===== config.mk =====
export PLATFORM = sky130hd
export DESIGN_NAME = fastq_record_parser
export DESIGN_NICKNAME = d
export VERILOG_FILES = /design/src/rtl/frp_pkg.sv /design/src/rtl/frp_parser.sv /design/src/rtl/frp_out_reg.sv /design/src/rtl/fastq_record_parser.sv
export VERILOG_INCLUDE_DIRS = /design/src /design/src/rtl
export SDC_FILE = /design/constraint.sdc
export NUM_CORES = 1
export LEC_CHECK = 0
export ABC_AREA = 1
export BUFFER_PORTS_ARGS = -buffer_cell sky130_fd_sc_hd__buf_2
export CORE_MARGIN = 5
export CORE_UTILIZATION = 51
export CTS_BUF_LIST = sky130_fd_sc_hd__clkbuf_4 sky130_fd_sc_hd__clkbuf_8
export CTS_CLUSTER_SIZE = 24
export DETAILED_ROUTE_END_ITERATION = 7
export GPL_ROUTABILITY_DRIVEN = 1
export GPL_TIMING_DRIVEN = 0
export HOLD_SLACK_MARGIN = 0.06
export PLACE_DENSITY = 0.71
export SETUP_SLACK_MARGIN = 0.02
export SYNTH_ARGS = -nofsm -noshare
export SYNTH_HDL_FRONTEND = slang
export SYNTH_SLANG_ARGS = --single-unit

===== constraint.sdc =====
create_clock -name i_clk -period 3.6 [get_ports i_clk]
set_input_delay 0.18 -clock i_clk [delete_from_list [all_inputs] [get_ports i_clk]]
set_output_delay 0.18 -clock i_clk [all_outputs]
set_load 0.03 [all_outputs]

===== src/rtl/fastq_record_parser_assert.svh =====
// Assertion macros shared by the parser RTL.
`ifndef FASTQ_RECORD_PARSER_ASSERT_SVH
`define FASTQ_RECORD_PARSER_ASSERT_SVH

// Same-cycle implication, checked outside reset.
`define FRP_ASSERT_NOW(label, clk, rst_n, ante, cons) \
    label: assert property (@(posedge clk) disable iff (!(rst_n)) (ante) |-> (cons)) \
        else $error("parser check failed");

// Next-cycle implication, checked outside reset.
`define FRP_ASSERT_NEXT(label, clk, rst_n, ante, cons) \
    label: assert property (@(posedge clk) disable iff (!(rst_n)) (ante) |=> (cons)) \
        else $error("parser check failed");

`endif


===== src/rtl/frp_pkg.sv =====
// Shared types and constants of the FASTQ record parser.
`timescale 1ns / 1ps

package frp_pkg;

    localparam int MAX_READ_LEN_DEF = 1024;

    // Result kinds.
    localparam logic [2:0] KIND_ID   = 3'd0;
    localparam logic [2:0] KIND_SEQ  = 3'd1;
    localparam logic [2:0] KIND_QUAL = 3'd2;
    localparam logic [2:0] KIND_END  = 3'd3;
    localparam logic [2:0] KIND_ERR  = 3'd4;

    // Error codes.
    localparam logic [2:0] ERR_NONE     = 3'd0;
    localparam logic [2:0] ERR_NO_AT    = 3'd1;
    localparam logic [2:0] ERR_EARLY    = 3'd2;
    localparam logic [2:0] ERR_NO_PLUS  = 3'd3;
    localparam logic [2:0] ERR_MISMATCH = 3'd4;

    // Characters.
    localparam logic [7:0] CH_AT    = 8'h40;
    localparam logic [7:0] CH_N     = 8'h4E;
    localparam logic [7:0] CH_A     = 8'h41;
    localparam logic [7:0] CH_PLUS  = 8'h2B;
    localparam logic [7:0] CH_LF    = 8'h0A;
    localparam logic [7:0] CH_CR    = 8'h0D;
    localparam logic [7:0] CH_LOW_A = 8'h61;
    localparam logic [7:0] CH_LOW_Z = 8'h7A;
    localparam logic [7:0] CASE_OFS = 8'h20;

    // One result, without the length field whose width follows the parameter.
    typedef struct packed {
        logic       valid;
        logic [2:0] kind;
        logic [7:0] value;
        logic [2:0] err;
    } t_result;

endpackage


===== src/rtl/frp_parser.sv =====
// Parse state machine and read counters: one byte in, at most one result out.
`timescale 1ns / 1ps

module frp_parser #(
    parameter int MAX_READ_LEN = frp_pkg::MAX_READ_LEN_DEF,
    localparam int CW = $clog2(MAX_READ_LEN + 1)
) (
    input  logic              i_clk,
    input  logic              i_rst_n,
    input  logic              i_advance,
    input  logic [7:0]        i_byte,
    input  logic              i_eoi,
    output frp_pkg::t_result  o_res,
    output logic [CW-1:0]     o_len
);

    localparam logic [3:0] PH_REC      = 4'd0;
    localparam logic [3:0] PH_SKIP     = 4'd1;
    localparam logic [3:0] PH_SKIP_EOL = 4'd2;
    localparam logic [3:0] PH_ID       = 4'd3;
    localparam logic [3:0] PH_ID_EOL   = 4'd4;
    localparam logic [3:0] PH_SEQ      = 4'd5;
    localparam logic [3:0] PH_SEQ_EOL  = 4'd6;
    localparam logic [3:0] PH_PLUS     = 4'd7;
    localparam logic [3:0] PH_PLUS_EOL = 4'd8;
    localparam logic [3:0] PH_QUAL     = 4'd9;

    localparam logic [CW-1:0] MAX_CNT = CW'(MAX_READ_LEN);

    logic [3:0]    r_phase, n_phase;
    logic          r_first, n_first;
    logic [CW-1:0] r_seq_cnt, n_seq_cnt;
    logic [CW-1:0] r_qual_cnt, n_qual_cnt;
    logic          r_failed, n_failed;

    logic       nl;
    logic [7:0] seq_char;

    assign nl = (i_byte == frp_pkg::CH_LF) || (i_byte == frp_pkg::CH_CR);

    always_comb begin
        seq_char = i_byte;
        if (i_byte inside {[frp_pkg::CH_LOW_A:frp_pkg::CH_LOW_Z]}) begin
            seq_char = i_byte - frp_pkg::CASE_OFS;
        end
        if (seq_char == frp_pkg::CH_N) begin
            seq_char = frp_pkg::CH_A;
        end
    end

    always_comb begin
        n_phase    = r_phase;
        n_first    = r_first;
        n_seq_cnt  = r_seq_cnt;
        n_qual_cnt = r_qual_cnt;
        n_failed   = r_failed;
        o_res       = '0;
        o_res.kind  = frp_pkg::KIND_ERR;
        o_res.value = 8'd0;
        o_res.err   = frp_pkg::ERR_NONE;
        o_len       = '0;

        if (!r_failed) begin
            case (r_phase)
                PH_REC, PH_SKIP_EOL: begin
                    if (i_eoi) begin
                        if (r_first || r_phase == PH_SKIP_EOL) begin
                            o_res.valid = 1'b1;
                            o_res.err   = frp_pkg::ERR_EARLY;
                        end
                    end else if (!nl) begin
                        if (i_byte == frp_pkg::CH_AT) begin
                            n_first    = 1'b0;
                            n_seq_cnt  = '0;
                            n_qual_cnt = '0;
                            n_phase    = PH_ID;
                        end else if (r_first && r_phase == PH_REC) begin
                            n_phase = PH_SKIP;
                        end else begin
                            o_res.valid = 1'b1;
                            o_res.err   = frp_pkg::ERR_NO_AT;
                        end
                    end
                end
                PH_SKIP, PH_PLUS: begin
                    if (i_eoi) begin
                        o_res.valid = 1'b1;
                        o_res.err   = frp_pkg::ERR_EARLY;
                    end else if (nl) begin
                        n_phase = (r_phase == PH_SKIP) ? PH_SKIP_EOL : PH_PLUS_EOL;
                    end
                end
                PH_ID: begin
                    if (i_eoi) begin
                        o_res.valid = 1'b1;
                        o_res.err   = frp_pkg::ERR_EARLY;
                    end else if (nl) begin
                        n_phase = PH_ID_EOL;
                    end else if (i_byte != frp_pkg::CH_AT) begin
                        o_res.valid = 1'b1;
                        o_res.kind  = frp_pkg::KIND_ID;
                        o_res.value = i_byte;
                    end
                end
                PH_ID_EOL, PH_SEQ: begin
                    if (i_eoi) begin
                        o_res.valid = 1'b1;
                        o_res.err   = frp_pkg::ERR_EARLY;
                    end else if (nl) begin
                        if (r_phase == PH_SEQ) begin
                            n_phase = PH_SEQ_EOL;
                        end
                    end else if (r_seq_cnt >= MAX_CNT) begin
                        o_res.valid = 1'b1;
                        o_res.err   = frp_pkg::ERR_MISMATCH;
                    end else begin
                        n_seq_cnt   = r_seq_cnt + 1'b1;
                        n_phase     = PH_SEQ;
                        o_res.valid = 1'b1;
                        o_res.kind  = frp_pkg::KIND_SEQ;
                        o_res.value = seq_char;
                    end
                end
                PH_SEQ_EOL: begin
                    if (i_eoi) begin
                        o_res.valid = 1'b1;
                        o_res.err   = frp_pkg::ERR_EARLY;
                    end else if (!nl) begin
                        if (i_byte == frp_pkg::CH_PLUS) begin
                            n_phase = PH_PLUS;
                        end else begin
                            o_res.valid = 1'b1;
                            o_res.err   = frp_pkg::ERR_NO_PLUS;
                        end
                    end
                end
                PH_PLUS_EOL, PH_QUAL: begin
                    if (i_eoi && r_phase == PH_PLUS_EOL) begin
                        o_res.valid = 1'b1;
                        o_res.err   = frp_pkg::ERR_EARLY;
                    end else if (nl && r_phase == PH_PLUS_EOL) begin
                        // Extra line breaks after the plus line are skipped.
                    end else if (i_eoi || nl) begin
                        // The quality line ends the record.
                        o_res.valid = 1'b1;
                        if (r_qual_cnt != r_seq_cnt) begin
                            o_res.err = frp_pkg::ERR_MISMATCH;
                        end else begin
                            o_res.kind = frp_pkg::KIND_END;
                            o_len      = r_seq_cnt;
                            n_phase    = PH_REC;
                        end
                    end else if (r_qual_cnt >= MAX_CNT) begin
                        o_res.valid = 1'b1;
                        o_res.err   = frp_pkg::ERR_MISMATCH;
                    end else begin
                        n_qual_cnt  = r_qual_cnt + 1'b1;
                        n_phase     = PH_QUAL;
                        o_res.valid = 1'b1;
                        o_res.kind  = frp_pkg::KIND_QUAL;
                        o_res.value = i_byte;
                    end
                end
                default: begin
                    n_phase = PH_REC;
                end
            endcase
            if (o_res.valid && o_res.kind == frp_pkg::KIND_ERR) begin
                n_failed = 1'b1;
            end
        end
    end

    always_ff @(posedge i_clk) begin
        if (!i_rst_n) begin
            r_phase    <= PH_REC;
            r_first    <= 1'b1;
            r_seq_cnt  <= '0;
            r_qual_cnt <= '0;
            r_failed   <= 1'b0;
        end else if (i_advance) begin
            r_phase    <= n_phase;
            r_first    <= n_first;
            r_seq_cnt  <= n_seq_cnt;
            r_qual_cnt <= n_qual_cnt;
            r_failed   <= n_failed;
        end
    end

endmodule


===== src/rtl/frp_out_reg.sv =====
// Result register that holds one result until the consumer takes it.
`timescale 1ns / 1ps

module frp_out_reg #(
    parameter int LW = 11
) (
    input  logic             i_clk,
    input  logic             i_rst_n,
    input  logic             i_load,
    input  frp_pkg::t_result i_res,
    input  logic [LW-1:0]    i_len,
    output logic             o_space,
    output logic             o_valid,
    input  logic             i_ready,
    output logic [2:0]       o_kind,
    output logic [7:0]       o_value,
    output logic [LW-1:0]    o_read_length,
    output logic [2:0]       o_error_code
);

    logic          r_valid;
    logic [2:0]    r_kind;
    logic [7:0]    r_value;
    logic [LW-1:0] r_len;
    logic [2:0]    r_err;
    logic          take;

    // The register frees up in the same cycle its request is taken.
    assign o_space = !r_valid || i_ready;
    assign take    = i_load && o_space && i_res.valid;

    always_ff @(posedge i_clk) begin
        if (!i_rst_n) begin
            r_valid <= 1'b0;
        end else if (o_space) begin
            r_valid <= take;
        end
    end

    always_ff @(posedge i_clk) begin
        if (take) begin
            r_kind  <= i_res.kind;
            r_value <= i_res.value;
            r_len   <= i_len;
            r_err   <= i_res.err;
        end
    end

    assign o_valid       = r_valid;
    assign o_kind        = r_kind;
    assign o_value       = r_value;
    assign o_read_length = r_len;
    assign o_error_code  = r_err;

endmodule


===== src/rtl/fastq_record_parser.sv =====
// Top level of the FASTQ record parser: input register, parser and result register.
`timescale 1ns / 1ps
`include "fastq_record_parser_assert.svh"

// Streams FASTQ text one byte per request and returns identifier, sequence and
// quality bytes, a record-end request with the sequence length, or a single
// error after which the block stays silent until reset. A byte is taken every
// cycle when the output side keeps up; each byte is held in the input register
// and its result in the result register. The phase update and the two read
// counters lie between those registers. Bytes that produce no result (line
// breaks, the plus line, dropped '@') still pass through the input register.
module fastq_record_parser #(
    parameter int MAX_READ_LEN = frp_pkg::MAX_READ_LEN_DEF,
    localparam int CW = $clog2(MAX_READ_LEN + 1)
) (
    input  logic          i_clk,
    input  logic          i_rst_n,
    input  logic          i_valid,
    output logic          o_ready,
    input  logic [7:0]    i_byte_in,
    input  logic          i_end_of_input,
    output logic          o_valid,
    input  logic          i_ready,
    output logic [2:0]    o_kind,
    output logic [7:0]    o_value,
    output logic [CW-1:0] o_read_length,
    output logic [2:0]    o_error_code
);

    logic             r_in_valid;
    logic [7:0]       r_byte;
    logic             r_eoi;
    logic             out_space;
    logic             advance;
    frp_pkg::t_result res;
    logic [CW-1:0]    res_len;

    assign advance = r_in_valid && out_space;
    assign o_ready = !r_in_valid || out_space;

    always_ff @(posedge i_clk) begin
        if (!i_rst_n) begin
            r_in_valid <= 1'b0;
        end else if (o_ready) begin
            r_in_valid <= i_valid;
        end
    end

    always_ff @(posedge i_clk) begin
        if (o_ready && i_valid) begin
            r_byte <= i_byte_in;
            r_eoi  <= i_end_of_input;
        end
    end

    frp_parser #(
        .MAX_READ_LEN(MAX_READ_LEN)
    ) u_parser (
        .i_clk     (i_clk),
        .i_rst_n   (i_rst_n),
        .i_advance (advance),
        .i_byte    (r_byte),
        .i_eoi     (r_eoi),
        .o_res     (res),
        .o_len     (res_len)
    );

    frp_out_reg #(
        .LW(CW)
    ) u_out_reg (
        .i_clk         (i_clk),
        .i_rst_n       (i_rst_n),
        .i_load        (advance),
        .i_res         (res),
        .i_len         (res_len),
        .o_space       (out_space),
        .o_valid       (o_valid),
        .i_ready       (i_ready),
        .o_kind        (o_kind),
        .o_value       (o_value),
        .o_read_length (o_read_length),
        .o_error_code  (o_error_code)
    );

    // Nothing follows an error once it has been taken.
    `FRP_ASSERT_NEXT(a_silent_after_error, i_clk, i_rst_n, o_valid && i_ready && o_kind == frp_pkg::KIND_ERR, !o_valid)

    // An error code is carried by error requests and by nothing else.
    `FRP_ASSERT_NOW(a_err_code_kind, i_clk, i_rst_n, o_valid, (o_kind == frp_pkg::KIND_ERR) == (o_error_code != frp_pkg::ERR_NONE))

    // The length field is zero except on record end.
    `FRP_ASSERT_NOW(a_len_only_at_end, i_clk, i_rst_n, o_valid && o_kind != frp_pkg::KIND_END, o_read_length == '0)

    // Back pressure on the input only comes from a held byte.
    `FRP_ASSERT_NOW(a_ready_when_empty, i_clk, i_rst_n, !r_in_valid, o_ready)

endmodule

; ---- Word-level counts from Yosys, hierarchy flattened
; Index checks and enable logic that the tools add are counted.
[word_totals]
input_bits = 13
ff_bits = 64
output_inout_bits = 27
[classes]
reduce_logical = 29
addsub = 3
n_bitwise = 5
eq_ne = 39
n_lt_le_gt_ge = 4
muxes = 83
[ops]
columns = operator, n
row1 = $mux W11, 16
row2 = $mux W4, 21
row3 = $mux W15, 3
row4 = $pmux W11 S2, 2
row5 = $mux W3, 13
row6 = $pmux W11 S3, 1
row7 = $ne A2 B2 Y1 const B, 13
row8 = $mux W12, 2
row9 = $mux W8, 3
row10 = $pmux W4 S6, 1
row11 = $add A11 B1 Y11 const B, 2
row12 = $ge A11 B11 Y1 const B, 2
row13 = $reduce_and A19 Y1, 1
row14 = $eq A4 B3 Y1 const B, 4
row15 = $eq A8 B4 Y1 const B, 2
row16 = $eq A8 B7 Y1 const B, 2
row17 = $mux W1, 16
row18 = $pmux W3 S5, 1
row19 = $ne A11 B11 Y1, 1
row20 = $reduce_and A10 Y1, 1
row21 = $logic_and A1 B1 Y1, 9
row22 = $reduce_and A9 Y1, 1
row23 = $eq A4 B2 Y1 const B, 2
row24 = $eq A4 B4 Y1 const B, 2
row25 = 22 further kinds, 42

; ---- Depth between registers and ports, before layout
[logic_depth]
ltp_word = 14
mapped_depth = 15

; ---- By module
; Synthesis repeated with hierarchy kept, for this count alone.
[unflattened]
hier_cells = 510
area_unflattened_um2 = 3768.6
[by_module_without_submodules]
columns = module, cells_each, area_each_um2, n_inst, seq_area_each_um2
row1 = frp_parser, 460, 2637.5, 1, 560.5
row2 = frp_out_reg, 32, 802.0, 1, 770.7
row3 = fastq_record_parser, 18, 329.1, 1, 290.3

; ---- Least setup slack after synthesis
; OpenSTA, ideal clock, no wires.
[synth_path]
path_type = register to register
startpoint = reg r_byte[3]
endpoint = reg u_out_reg.r_err[0] (netlist: u_out_reg.o_error_code[0]), enable pin
setup_ps = 380
path_slack_ps = 1418
t_required_ps = 3220
arrival_time_ps = 1802
path_stages_with_launch = 13
synth_period_minus_slack_ps = 2182
cell_sequence = edfxtp_1 inv_1 nor2_1 nand2_1 nand2_2 nand2_4 nand2_4 buf_12 o21ai_0 nor2_1 nand2_1 nand2_1 inv_1
[synth_between]
elab_chain_len = 9
elab_cells_between_ends = 24
cone_classes = eq/ne: 5 / mux: 16 / reduce/logical: 3
[synth_lines]
columns = item, line_no
row1 = "start, declared", fastq_record_parser.sv:31  ; logic [7:0] r_byte;
row2 = "start signal, assigned", fastq_record_parser.sv:51  ; r_byte <= i_byte_in;
row3 = $eq A8 B4 Y1, frp_parser.sv:39  ; assign nl = (i_byte == frp_pkg::CH_LF) || (i_byte == frp_pkg::CH_CR);
row4 = $logic_or A1 B1 Y1, frp_parser.sv:39
row5 = $logic_and A1 B1 Y1, frp_parser.sv:141  ; end else if (nl && r_phase == PH_PLUS_EOL) begin
row6 = $mux W15, frp_parser.sv:141
row7 = $mux W1, frp_parser.sv:138  ; if (i_eoi && r_phase == PH_PLUS_EOL) begin
row8 = $pmux W1 S6 (*), frp_parser.sv:64  ; case (r_phase)
row9 = $mux W1 (*), frp_parser.sv:63  ; if (!r_failed) begin
row10 = $mux W15 (*), frp_parser.sv:63
row11 = $logic_and A1 B1 Y1 (*), frp_out_reg.sv:30  ; assign take = i_load && o_space && i_res.valid;
row12 = net u_out_reg.take, frp_out_reg.sv:26  ; logic take;
row13 = "end signal, assigned", frp_out_reg.sv:45  ; r_err <= i_res.err;
row14 = "end, declared", frp_out_reg.sv:25  ; logic [2:0] r_err;
; Mark *: on every way through the listed nets, which the timed path passes. The rest lies on a longest branch. The select of a mux whose other input is x is not followed.
; A chain may end at the register's enable or synchronous reset.

; ---- Worst setup path in the final report
[layout_path]
startpoint = reg r_byte[3]
endpoint = reg u_out_reg.r_len[6] (netlist: u_out_reg.o_read_length[6]), enable pin
[layout_between]
elab_chain_len = 9
elab_cells_between_ends = 24
cone_classes = eq/ne: 5 / mux: 16 / reduce/logical: 3
[layout_lines]
columns = item, line_no
row1 = $eq A8 B4 Y1, frp_parser.sv:39
row2 = $logic_or A1 B1 Y1, frp_parser.sv:39
row3 = $logic_and A1 B1 Y1, frp_parser.sv:141
row4 = $mux W15, frp_parser.sv:141
row5 = $mux W1, frp_parser.sv:138
row6 = $pmux W1 S6 (*), frp_parser.sv:64
row7 = $mux W1 (*), frp_parser.sv:63
row8 = $mux W15 (*), frp_parser.sv:63
row9 = $logic_and A1 B1 Y1 (*), frp_out_reg.sv:30
row10 = net u_out_reg.take, frp_out_reg.sv:26
row11 = "end signal, assigned", frp_out_reg.sv:44  ; r_len <= i_len;
row12 = "end, declared", frp_out_reg.sv:24  ; logic [LW-1:0] r_len;
; Marks and branches as above.

==> run summary <==
Total grt overflow - 0
Leakage Power - 1.79 nW
Max-cap violation count - 0
Tmin final - 2580 ps
Cts repair resizes - 0
Ranking of synthesized cells by area - edfxtp_1, dfxtp_1, nand2_1
First-pass DRT Iterations - 5
Clock sinks - 64
Part of the Yosys area used for sequential elements - 41.9%
Port-buffer cells - 39
Run status - completed
Max FO, Critical Path - 25
Most frequent cells in the layout - nand2_1, inv_1, nor2_1
Hold Path Class - in -> reg
Maximum clock rate - 387 MHz
Die width - 97.2 um
Crit path kind - reg -> reg
Global-route wire length before repair - 14800 um
H-tree Lvls - 3
Final hold violations - 0
Via count - 3436
Slew Limit Headroom - 39.1%
Synth area leader - edfxtp_1
GRT Util Overall - 19.1%
Slew at the pin with the worst max-slew slack - 913 ps
Post-synth top area share - 26.4%
Unrepaired setup endpoints after global routing - false
Yosys warning count - 0
Layout area overhead - 16.2%
Routed WL per cell - 13.4 um
Final setup violation count - 0
Initial antenna violation count - 0
Largest net degree at the start of global routing - 26
Library cells used by synthesis - 42
Clock root cell - clkbuf_8
N_diodes - 0
Syn Inst Count - 495
TritonCTS Buffers - 9
Starting Density - 52.8%
Routed wire length - 8840 um
Number of nets in the layout - 572
Setup TNS - 0 ps
Post-Layout Cell Count - 658
Placed Cells - 633
Clock tree buffer depth - 2
Setup crit start kind - flop
Most common cell after layout, fill and taps aside - nand2_1
# rows - 31
ANT nets after route - 0
WP data arrival - 2550 ps
Clk pin slew, worst setup/hold paths - 80 ps
Final Max Tran Viols - 0
Die area - 9440 um2
Layout cells sized above 1 - 20.6%
CTS tree - yes
Drt drc - 0
Die extent in y - 97.2 um
Io pins - 40
Hold-fix buffers, CTS - 9
Synthesized Nets - 513
Initial DRC Count - 246
Total power - 1.60 mW
Routed vias/inst - 5.22
PwrDens - 355 nW/um2
CP required - 3570 ps
Fin crit share - 71.8%
Insertion delay to the later sink of the worst-skew pair - 350 ps
GP Congestion - 0.931
Mapped Area - 3870 um2
Clock Skew - 13.8 ps
Worst vdd ir - 0.166 mV
Core area - 7330 um2
Setup Fix Bufs, Post-CTS - 0
HPWL after detailed placement - 6610 um
Vias in the first global route - 3106
Register bit total from synthesis - 64
Kind of end point of the critical path - flop
Syn Area/Cell - 7.83 um2
-- cells by family after synthesis --
logic type	Yosys count	synth area share, %
adders and majority gates	5	1.61
xor gates and xnor gates	18	4.07
and+or+nand+nor	275	34.2
AOI/OAI and AO/OA	57	9.08
DFF	64	41.9
buffers and inverters	76	9.14
-- critical path: stages (launching register included) --
cell	delay (ps)
edfxtp_1	460
inv_1	100
nor2_1	40
nand2_1	90
nand2_2	70
nand2_4	110
nand2_4	70
buf_12	140
o21ai_0	160
nor2_1	60
nand2_1	100
nand2_1	90
inv_1	670
-- stage by stage --
stage / utilization (%) / worst slack, ps / area (um2) / hold WS, ps
detailed placement: 57.2 / 1030 / 4190 / 359
floorplan: - / 1420 / 3870 / 249
finish: 61.4 / 1020 / 4500 / 70.7
global placement: 57.2 / 1030 / 4190 / 358
global route: 61.4 / 772 / 4500 / 87.2
CTS: 61.4 / 1010 / 4500 / 64.6
-- synthesized netlist by cell type, drive strengths merged --
| master | n |
|---|---|
| o211ai | 3 |
| and2 | 1 |
| a31oi | 1 |
| or2 | 2 |
| nand4 | 9 |
| o21a | 1 |
| xnor2 | 3 |
| buf | 10 |
| clkbuf | 2 |
| o31ai | 1 |
| nand3 | 40 |
| dfxtp | 30 |
| inv | 64 |
| nand3b | 1 |
| o22ai | 1 |
| ha | 5 |
| a41oi | 1 |
| nor2 | 66 |
| nand2 | 141 |
| o21ai | 16 |
| edfxtp | 34 |
| nor3 | 14 |
| a21boi | 1 |
| nor4 | 1 |
| xor2 | 15 |
| a21oi | 32 |
-- sequential cells by signal, summed over array words and instances (netlist names) --
name	cells
u_out_reg.o_value	8
u_parser.r_failed	1
r_in_valid	1
u_out_reg.o_kind	3
u_parser.r_phase	4
u_parser.r_qual_cnt	11
u_out_reg.o_read_length	11
u_parser.r_seq_cnt	11
r_byte	8
u_out_reg.o_error_code	3
u_out_reg.o_valid	1
r_eoi	1
u_parser.r_first	1
-- power breakdown --
group	internal, mW	total, mW	switching, mW
Sequential	0.784	0.795	0.0111
Combinational	0.0383	0.116	0.0779
Clock	0.391	0.686	0.295
-- layout make-up --
class | instances | area [um2]
Buffer | 12 | 114
Clock buffer | 9 | 124
Clock inverter | 7 | 95.1
Fill cell | 644 | 2830
Inverter | 64 | 240
Multi-Input combinational cell | 355 | 1900
Sequential cell | 64 | 1620
Tap cell | 99 | 124
Timing Repair Buffer | 48 | 285
-- per-layer routing --
| layer | up-vias | track usage [%] | share of wire [%] |
|---|---|---|---|
| met5 | - | 0 | 0 |
| met4 | 0 | 7.88 | 2.0 |
| met3 | 16 | 3.16 | 7.3 |
| met2 | 134 | 28.7 | 45 |
| met1 | 1560 | 27.1 | 46 |
| li1 | 1726 | - | - |
-- path summary, 6_finish.rpt --
kind	slack [ps]	startpoint	to	depth (start not counted)
worst max-delay path	1020	r_byte[3]	u_out_reg.o_read_length[6]	12
worst max register to register	1020	r_byte[3]	u_out_reg.o_read_length[6]	12
worst min register to register	500	u_parser.r_first	u_parser.r_first	2
worst min-delay path	70	i_rst_n	u_parser.r_first	2
Note: power is estimated with default switching activity, not from simulation.
